[config.mk]
export PLATFORM = sky130hd
export DESIGN_NAME = earliest_deadline_heap_queue
export DESIGN_NICKNAME = d
export VERILOG_FILES = /design/src/hdl/edhq_pkg.sv /design/src/hdl/edhq_ram.sv /design/src/hdl/earliest_deadline_heap_queue.sv
export SDC_FILE = /design/constraint.sdc
export NUM_CORES = 1
export LEC_CHECK = 0
export ABC_AREA = 1
export BUFFER_PORTS_ARGS = -buffer_cell sky130_fd_sc_hd__buf_2
export CORE_UTILIZATION = 25
export CTS_BUF_LIST = sky130_fd_sc_hd__clkbuf_4
export CTS_CLUSTER_DIAMETER = 80
export DETAILED_ROUTE_END_ITERATION = 16
export GPL_ROUTABILITY_DRIVEN = 0
export GPL_TIMING_DRIVEN = 0
export PLACE_DENSITY = 0.37
export SLEW_MARGIN = 40
export SYNTH_ARGS = -nofsm -noshare
export SYNTH_HDL_FRONTEND = slang
export SYNTH_HIERARCHICAL = 1
export SYNTH_SLANG_ARGS = --single-unit
[constraint.sdc]
create_clock -name clock -period 6.3 [get_ports clock]
set_input_delay 0.315 -clock clock [delete_from_list [all_inputs] [get_ports clock]]
set_output_delay 0.315 -clock clock [all_outputs]
set_load 0.05 [all_outputs]
[src/hdl/edhq_pkg.sv]
// ----------------------------------------------------------------------------
// Earliest-deadline heap queue package
// Shared codes, controller states, capacity field width and reset capacity.
// ----------------------------------------------------------------------------
package edhq_pkg;

   localparam int CAP_W = 5;
   localparam logic [CAP_W-1:0] CAP_RESET = 5'd16;

   localparam logic OP_INSERT = 1'b0;
   localparam logic OP_REMOVE = 1'b1;

   typedef enum logic [1:0] {
      STAT_INSERTED = 2'd0,
      STAT_REMOVED  = 2'd1,
      STAT_FULL     = 2'd2,
      STAT_EMPTY    = 2'd3
   } status_type;

   typedef enum logic [3:0] {
      ST_IDLE,
      ST_UP_RD,
      ST_UP_CMP,
      ST_POP_ROOT,
      ST_POP_LAST,
      ST_DN_RDL,
      ST_DN_RDR,
      ST_DN_CMP,
      ST_DONE
   } state_type;

endpackage

[src/hdl/edhq_ram.sv]
// ----------------------------------------------------------------------------
// Generic simple dual-port RAM
// One write port and one read port with a registered read, no reset.
// ----------------------------------------------------------------------------
module edhq_ram #(
   parameter int WIDTH = 24,
   parameter int DEPTH = 16
) (
   input  logic                     clock,
   input  logic                     wr_en,
   input  logic [$clog2(DEPTH)-1:0] wr_addr,
   input  logic [WIDTH-1:0]         wr_data,
   input  logic                     rd_en,
   input  logic [$clog2(DEPTH)-1:0] rd_addr,
   output logic [WIDTH-1:0]         rd_data
);

   logic [WIDTH-1:0] mem_ff [DEPTH];
   logic [WIDTH-1:0] rd_data_ff;

   always_ff @(posedge clock) begin
      if (wr_en) begin
         mem_ff[wr_addr] <= wr_data;
      end
      if (rd_en) begin
         rd_data_ff <= mem_ff[rd_addr];
      end
   end

   assign rd_data = rd_data_ff;

endmodule

[src/hdl/earliest_deadline_heap_queue.sv]
// ----------------------------------------------------------------------------
// Earliest-deadline heap queue
// Task queue kept as a binary min-heap in one RAM, ordered by deadline and
// then by task id.
//
// A request word either inserts a task (id and deadline) or removes the task
// with the least deadline. Each request word yields exactly one response word
// with a status, the removed task (zero unless removed) and the occupancy
// after the request. The csr channel writes the capacity limit; inserts are
// rejected while the occupancy has reached it or the queue depth.
// One request is worked on at a time; req_stall is high while it is in
// flight. The heap lives in a RAM with one read and one write port and a
// registered read. A sift-up step reads the parent and compares in the next
// cycle; a sift-down step reads both children and then compares.
// An insert takes longer for each level climbed and a remove for each level
// descended; removing the last task and rejected requests skip the heap
// walk. The response word appears in the same cycle as the next request can
// be taken and sits in an output register; while rsp_stall is high it holds,
// and a finished request waits in the done state until the register frees.
// Reset empties the queue and sets the capacity limit to 16; no clearing pass
// is needed.
// ----------------------------------------------------------------------------
module earliest_deadline_heap_queue #(
   parameter int QUEUE_DEPTH   = 16,
   parameter int ID_BITS       = 8,
   parameter int DEADLINE_BITS = 16
) (
   input  logic                                 clock,
   input  logic                                 reset,
   input  logic                                 req_valid,
   output logic                                 req_stall,
   input  logic                                 req_op,
   input  logic [ID_BITS-1:0]                   req_task_id,
   input  logic [DEADLINE_BITS-1:0]             req_deadline,
   output logic                                 rsp_valid,
   input  logic                                 rsp_stall,
   output logic [1:0]                           rsp_status,
   output logic [ID_BITS-1:0]                   rsp_out_task_id,
   output logic [DEADLINE_BITS-1:0]             rsp_out_deadline,
   output logic [$clog2(QUEUE_DEPTH+1)-1:0]     rsp_occupancy,
   input  logic                                 csr_valid,
   output logic                                 csr_ready,
   input  logic [edhq_pkg::CAP_W-1:0]           csr_capacity_limit
);

   import edhq_pkg::*;

   localparam int CNT_W  = $clog2(QUEUE_DEPTH + 1);
   localparam int ADDR_W = $clog2(QUEUE_DEPTH);
   localparam int ENT_W  = ID_BITS + DEADLINE_BITS;
   localparam int CW     = (CNT_W > CAP_W) ? CNT_W : CAP_W;
   localparam int CH_W   = ADDR_W + 2;

   function automatic logic earlier(input logic [ENT_W-1:0] a, input logic [ENT_W-1:0] b);
      logic [DEADLINE_BITS-1:0] a_dl;
      logic [DEADLINE_BITS-1:0] b_dl;
      logic [ID_BITS-1:0]       a_id;
      logic [ID_BITS-1:0]       b_id;
      a_dl = a[DEADLINE_BITS-1:0];
      b_dl = b[DEADLINE_BITS-1:0];
      a_id = a[ENT_W-1:DEADLINE_BITS];
      b_id = b[ENT_W-1:DEADLINE_BITS];
      if (a_dl != b_dl) begin
         return a_dl < b_dl;
      end
      return a_id < b_id;
   endfunction

   state_type                state_ff, state_in;
   logic [CNT_W-1:0]         count_ff, count_in;
   logic [CAP_W-1:0]         cap_ff, cap_in;
   logic [ADDR_W-1:0]        pos_ff, pos_in;
   logic [ENT_W-1:0]         carry_ff, carry_in;
   logic [ENT_W-1:0]         lchild_ff, lchild_in;
   logic                     rvalid_ff, rvalid_in;
   status_type               res_status_ff, res_status_in;
   logic [ENT_W-1:0]         res_entry_ff, res_entry_in;
   logic                     rsp_valid_ff, rsp_valid_in;
   logic [1:0]               rsp_status_ff, rsp_status_in;
   logic [ENT_W-1:0]         rsp_entry_ff, rsp_entry_in;
   logic [CNT_W-1:0]         rsp_occ_ff, rsp_occ_in;

   logic                     ram_wr_en;
   logic [ADDR_W-1:0]        ram_wr_addr;
   logic [ENT_W-1:0]         ram_wr_data;
   logic                     ram_rd_en;
   logic [ADDR_W-1:0]        ram_rd_addr;
   logic [ENT_W-1:0]         ram_rd_data;

   logic                     req_accept;
   logic                     heap_full;
   logic [ADDR_W-1:0]        parent_addr;
   logic [CH_W-1:0]          left_idx;
   logic [CH_W-1:0]          right_idx;
   logic [CH_W-1:0]          count_wide;
   logic                     take_left;
   logic                     take_right;
   logic [ENT_W-1:0]         cand;

   edhq_ram #(
      .WIDTH(ENT_W),
      .DEPTH(QUEUE_DEPTH)
   ) heap_ram (
      .clock   (clock),
      .wr_en   (ram_wr_en),
      .wr_addr (ram_wr_addr),
      .wr_data (ram_wr_data),
      .rd_en   (ram_rd_en),
      .rd_addr (ram_rd_addr),
      .rd_data (ram_rd_data)
   );

   assign req_stall  = (state_ff != ST_IDLE);
   assign req_accept = req_valid && !req_stall;
   assign csr_ready  = 1'b1;

   assign heap_full   = (CW'(count_ff) >= CW'(cap_ff)) || (count_ff >= CNT_W'(QUEUE_DEPTH));
   assign parent_addr = ADDR_W'((pos_ff - 1'b1) >> 1);
   assign left_idx    = CH_W'({pos_ff, 1'b1});
   assign right_idx   = left_idx + 1'b1;
   assign count_wide  = CH_W'(count_ff);

   assign take_left  = earlier(lchild_ff, carry_ff);
   assign cand       = take_left ? lchild_ff : carry_ff;
   assign take_right = rvalid_ff && earlier(ram_rd_data, cand);

   always_comb begin
      state_in      = state_ff;
      count_in      = count_ff;
      cap_in        = cap_ff;
      pos_in        = pos_ff;
      carry_in      = carry_ff;
      lchild_in     = lchild_ff;
      rvalid_in     = rvalid_ff;
      res_status_in = res_status_ff;
      res_entry_in  = res_entry_ff;
      rsp_status_in = rsp_status_ff;
      rsp_entry_in  = rsp_entry_ff;
      rsp_occ_in    = rsp_occ_ff;
      rsp_valid_in  = rsp_valid_ff && rsp_stall;
      ram_wr_en     = 1'b0;
      ram_wr_addr   = pos_ff;
      ram_wr_data   = carry_ff;
      ram_rd_en     = 1'b0;
      ram_rd_addr   = '0;

      if (csr_valid && csr_ready) begin
         cap_in = csr_capacity_limit;
      end

      unique case (state_ff)
         ST_IDLE: begin
            if (req_accept) begin
               res_entry_in = '0;
               if (req_op == OP_INSERT) begin
                  if (heap_full) begin
                     res_status_in = STAT_FULL;
                     state_in      = ST_DONE;
                  end else begin
                     res_status_in = STAT_INSERTED;
                     carry_in      = {req_task_id, req_deadline};
                     pos_in        = count_ff[ADDR_W-1:0];
                     count_in      = CNT_W'(count_ff + 1'b1);
                     state_in      = ST_UP_RD;
                  end
               end else begin
                  if (count_ff == '0) begin
                     res_status_in = STAT_EMPTY;
                     state_in      = ST_DONE;
                  end else begin
                     res_status_in = STAT_REMOVED;
                     count_in      = CNT_W'(count_ff - 1'b1);
                     ram_rd_en     = 1'b1;
                     ram_rd_addr   = '0;
                     state_in      = ST_POP_ROOT;
                  end
               end
            end
         end
         ST_UP_RD: begin
            if (pos_ff == '0) begin
               ram_wr_en = 1'b1;
               state_in  = ST_DONE;
            end else begin
               ram_rd_en   = 1'b1;
               ram_rd_addr = parent_addr;
               state_in    = ST_UP_CMP;
            end
         end
         ST_UP_CMP: begin
            ram_wr_en = 1'b1;
            if (earlier(carry_ff, ram_rd_data)) begin
               ram_wr_data = ram_rd_data;
               pos_in      = parent_addr;
               state_in    = ST_UP_RD;
            end else begin
               state_in = ST_DONE;
            end
         end
         ST_POP_ROOT: begin
            res_entry_in = ram_rd_data;
            if (count_ff == '0) begin
               state_in = ST_DONE;
            end else begin
               ram_rd_en   = 1'b1;
               ram_rd_addr = count_ff[ADDR_W-1:0];
               state_in    = ST_POP_LAST;
            end
         end
         ST_POP_LAST: begin
            carry_in = ram_rd_data;
            pos_in   = '0;
            state_in = ST_DN_RDL;
         end
         ST_DN_RDL: begin
            if (left_idx >= count_wide) begin
               ram_wr_en = 1'b1;
               state_in  = ST_DONE;
            end else begin
               ram_rd_en   = 1'b1;
               ram_rd_addr = left_idx[ADDR_W-1:0];
               state_in    = ST_DN_RDR;
            end
         end
         ST_DN_RDR: begin
            lchild_in = ram_rd_data;
            rvalid_in = right_idx < count_wide;
            if (right_idx < count_wide) begin
               ram_rd_en   = 1'b1;
               ram_rd_addr = right_idx[ADDR_W-1:0];
            end
            state_in = ST_DN_CMP;
         end
         ST_DN_CMP: begin
            ram_wr_en = 1'b1;
            if (take_right) begin
               ram_wr_data = ram_rd_data;
               pos_in      = right_idx[ADDR_W-1:0];
               state_in    = ST_DN_RDL;
            end else if (take_left) begin
               ram_wr_data = lchild_ff;
               pos_in      = left_idx[ADDR_W-1:0];
               state_in    = ST_DN_RDL;
            end else begin
               state_in = ST_DONE;
            end
         end
         ST_DONE: begin
            if (!rsp_valid_ff || !rsp_stall) begin
               rsp_valid_in  = 1'b1;
               rsp_status_in = res_status_ff;
               rsp_entry_in  = res_entry_ff;
               rsp_occ_in    = count_ff;
               state_in      = ST_IDLE;
            end
         end
         default: begin
            state_in = ST_IDLE;
         end
      endcase
   end

   always_ff @(posedge clock) begin
      if (reset) begin
         state_ff     <= ST_IDLE;
         count_ff     <= '0;
         cap_ff       <= CAP_RESET;
         rsp_valid_ff <= 1'b0;
      end else begin
         state_ff     <= state_in;
         count_ff     <= count_in;
         cap_ff       <= cap_in;
         rsp_valid_ff <= rsp_valid_in;
      end
   end

   always_ff @(posedge clock) begin
      pos_ff        <= pos_in;
      carry_ff      <= carry_in;
      lchild_ff     <= lchild_in;
      rvalid_ff     <= rvalid_in;
      res_status_ff <= res_status_in;
      res_entry_ff  <= res_entry_in;
      rsp_status_ff <= rsp_status_in;
      rsp_entry_ff  <= rsp_entry_in;
      rsp_occ_ff    <= rsp_occ_in;
   end

   assign rsp_valid        = rsp_valid_ff;
   assign rsp_status       = rsp_status_ff;
   assign rsp_out_task_id  = rsp_entry_ff[ENT_W-1:DEADLINE_BITS];
   assign rsp_out_deadline = rsp_entry_ff[DEADLINE_BITS-1:0];
   assign rsp_occupancy    = rsp_occ_ff;

endmodule

==> results.yml <==
run_status:
  run_status: "finished clean"
pwr:
  p_leak_nw: 12.9
  vdd_drop_max_uv: 175
  p_per_area_nw_per_um2: 457
synthesis:
  synth_nets: 2609
  yosys.area.top_type: "edfxtp_1"
  yosys_warnings: 6
  synth_common_cells: "nand2_1 (691), edfxtp_1 (518), inv_1 (405)"
  yosys_register_bits: 533
  synth-seq-area-share: 0.628
  synth_area_um2: 25200
  async_reset_ff_frac: 0
  synthTopCellsByArea: "edfxtp_1 (62%), nand2_1 (10%), nand3_1 (6.7%)"
  post_synth.cell_area_avg_um2: 10.2
  yosys.cell_types.count: 46
  synthCells: 2485
  synthDominantCellAreaShare: 0.617
  synth_edf_count: 518
  synth_ff_type: "edfxtp_1"
  yosysMostFrequentCell: "nand2_1"
floorplan:
  core_um2: 100000
  start_util: 0.252
  die_w_um: 320
  die_area_um2: 102000
  die_h_um: 320
  io_pins: 69
  rows: 116
global_route:
  global_route.overflow_total: 0
  grt_first_pass_wirelength_um: 122000
  grt_max_degree: 25
  grt_use_total: 0.164
  antenna_found_initial: 3
  grt_pass1_vias: 18700
sta:
  relSlewSlack: 0.423
  max_freq_ghz: 0.173
  rsz0062_at_grt: "no"
  setup_viol: 0
  hold_viol: 0
  tns_ns: 0
  post-route-min-period_ns: 5.78
  finalCritPeriodShare: 0.918
  fin_worst_skew_ns: 0.0702
  drv_slew: 0
  holdWs_ns: 0.109
  tightest_slew_ns: 0.862
min_path:
  min_path_cells: 3
  min_from: "reset"
  min_to: "state_ff[1]$_SDFFE_PP0P_"
  hp-class: "in -> reg"
clocking:
  cts_sinks: 533
  cts_resized: 0
  cts_setup_buffers: 0
  clockBufferDepth: 3
  clkLatencyLatePin_ns: 1.03
  cts-root-buf: "clkbuf_4"
  htree_levels: 4
  cts_buffers: 157
  clk_pin_slew_ns: 0.07
  cts_tree: "yes"
  hold_buffers: 50
critical_path:
  path_class: "reg -> reg"
  r2r-end: "heap_ram/mem_ff[2][7]$_DFFE_PP_"
  cp-start-kind: "flop"
  ff2ff_path_depth: 24
  reg2reg_slack_ns: 0.52
  crit_path_end_kind: "flop"
  crit_required_ns: 6.78
  cp_max_fo: 16
  reg2reg_from: "carry_ff[3]$_DFFE_PP_"
  arrival_ns: 6.26
routing:
  via_per_inst: 4.41
  ant_nets: 0
  drc: 0
  wl_per_cell_um: 19.7
  drtIter0Drc: 1450
  num_vias: 18600
  wl_um: 82800
  dr.pass1.iters: 5
final_layout:
  design_area_um2: 30700
  drive_gt1_frac: 0.169
  final_util: 0.307
  fillCellCount: 10400
  area_growth_pct: 21.5
  fin_nets: 2920
  stdcell_count: 4210
place:
  dp_hpwl_um: 59400
  placed_area_um2: 28100
  portBuffers: 67
  dp_cells: 3885
job:
  drv_cap: 0
==> sequential cells by signal, summed over array words and instances, names as in the netlist <==
signal            count
lchild_ff            24
rsp_valid             1
rvalid_ff             1
state_ff              4
rsp_status            2
res_entry_ff         24
pos_ff                4
heap_ram/rd_data     24
count_ff              5
carry_ff             24
res_status_ff         2
heap_ram/mem_ff     384
rsp_occupancy         5
cap_ff                5
rsp_entry_ff         24
==> layer usage <==
layer / up-vias / part of all wire / global-route usage
met5: - / 0 / 0
met4: 0 / 0.023 / 0.0561
met3: 131 / 0.050 / 0.0334
met2: 480 / 0.47 / 0.271
met1: 8934 / 0.45 / 0.212
li1: 9017 / - / -
==> critical path: stages (launching register included) <==
cell and delay, ns:
edfxtp_1 0.44, inv_1 0.09, ha_1 0.31, nand2_1 0.08
nor2_1 0.30, nand2_1 0.10, o21ai_1 0.12, nor2_1 0.06
nand2_2 0.12, nand2_4 0.12, inv_2 0.20, clkbuf_1 0.57
o21ai_0 0.25, ha_1 0.33, nand2_1 0.05, inv_1 0.06
nand3_1 0.11, inv_1 0.08, nand4_1 0.12, nor4_1 0.33
o21a_1 0.29, nand2_8 0.12, buf_6 0.19, o211ai_2 0.14
nand3_1 0.61
==> kinds of logic (layout without fill, tap and decap cells) <==
family / count (synthesis) / count (layout) / synth area share
adder cells (fa/ha/maj): 89 / 89 / 0.0444
XOR/XNOR: 7 / 7 / 0.00243
AND/OR/NAND/NOR: 1131 / 1131 / 0.188
other: 1 / 15 / 0.000149
AO/OA/AOI/OAI: 208 / 208 / 0.0531
flip-flops: 533 / 533 / 0.628
buffers and inverters: 516 / 929 / 0.0832
==> worst max path at each step <==
stage	start	to	slack, ns	cells past startpoint
global route	carry_ff[3]$_DFFE_PP_	heap_ram/mem_ff[2][7]$_DFFE_PP_	0.22	24
global placement	state_ff[2]$_SDFFE_PP0P_	heap_ram/rd_data[12]$_DFFE_PP_	-1.04	11
finish	carry_ff[3]$_DFFE_PP_	heap_ram/mem_ff[2][7]$_DFFE_PP_	0.52	24
detailed placement	carry_ff[3]$_DFFE_PP_	heap_ram/mem_ff[3][4]$_DFFE_PP_	0.44	24
floorplan	state_ff[2]$_SDFFE_PP0P_	heap_ram/rd_data[10]$_DFFE_PP_	2.33	14
CTS	carry_ff[3]$_DFFE_PP_	heap_ram/mem_ff[1][4]$_DFFE_PP_	0.39	24
==> cell usage in the layout (no fill, tap or decap), types with 16 or more instances in the layout <==
| cell | instances |
|---|---|
| buf_16 | 20 |
| clkinv_1 | 25 |
| edfxtp_1 | 518 |
| o21ai_0 | 67 |
| o211ai_2 | 16 |
| o21ai_1 | 16 |
| nor2_4 | 17 |
| inv_1 | 405 |
| dlygate4sd3_1 | 50 |
| buf_4 | 20 |
| clkbuf_4 | 222 |
| nor2_1 | 56 |
| nand2_1 | 690 |
| ha_1 | 88 |
| nand3_2 | 17 |
| a22oi_1 | 18 |
| buf_2 | 119 |
| nand3_1 | 321 |
| clkbuf_1 | 23 |
| a21oi_1 | 45 |
==> power by group <==
part / switching [mW] / internal, mW
clock: 1.54 / 1.81
combinational: 3.80 / 1.30
sequential: 0.415 / 5.14
==> final cells by class <==
cell class | count | area, um2 | area share
tap | 1298 | 1620 | 0.0530
sequential | 533 | 15900 | 0.517
timing repair buffer | 152 | 1550 | 0.0506
clock buffer | 222 | 1670 | 0.0544
multi-input combinational | 1436 | 7520 | 0.245
clock inverter | 39 | 298 | 0.00971
buffer | 104 | 558 | 0.0182
inverter | 412 | 1550 | 0.0504
antenna | 14 | 35.0 | 0.00114
==> stage by stage <==
stage | worst slack [ns] | power [mW]
2_1_floorplan | 2.33 | 8.43
3_3_place_gp | -1.04 | 10.5
3_5_place_dp | 0.439 | 10.7
4_1_cts | 0.389 | 14.2
5_1_grt | 0.217 | 14.9
6_report | 0.517 | 14.0
No activity file was read; power rests on OpenSTA's default activity.
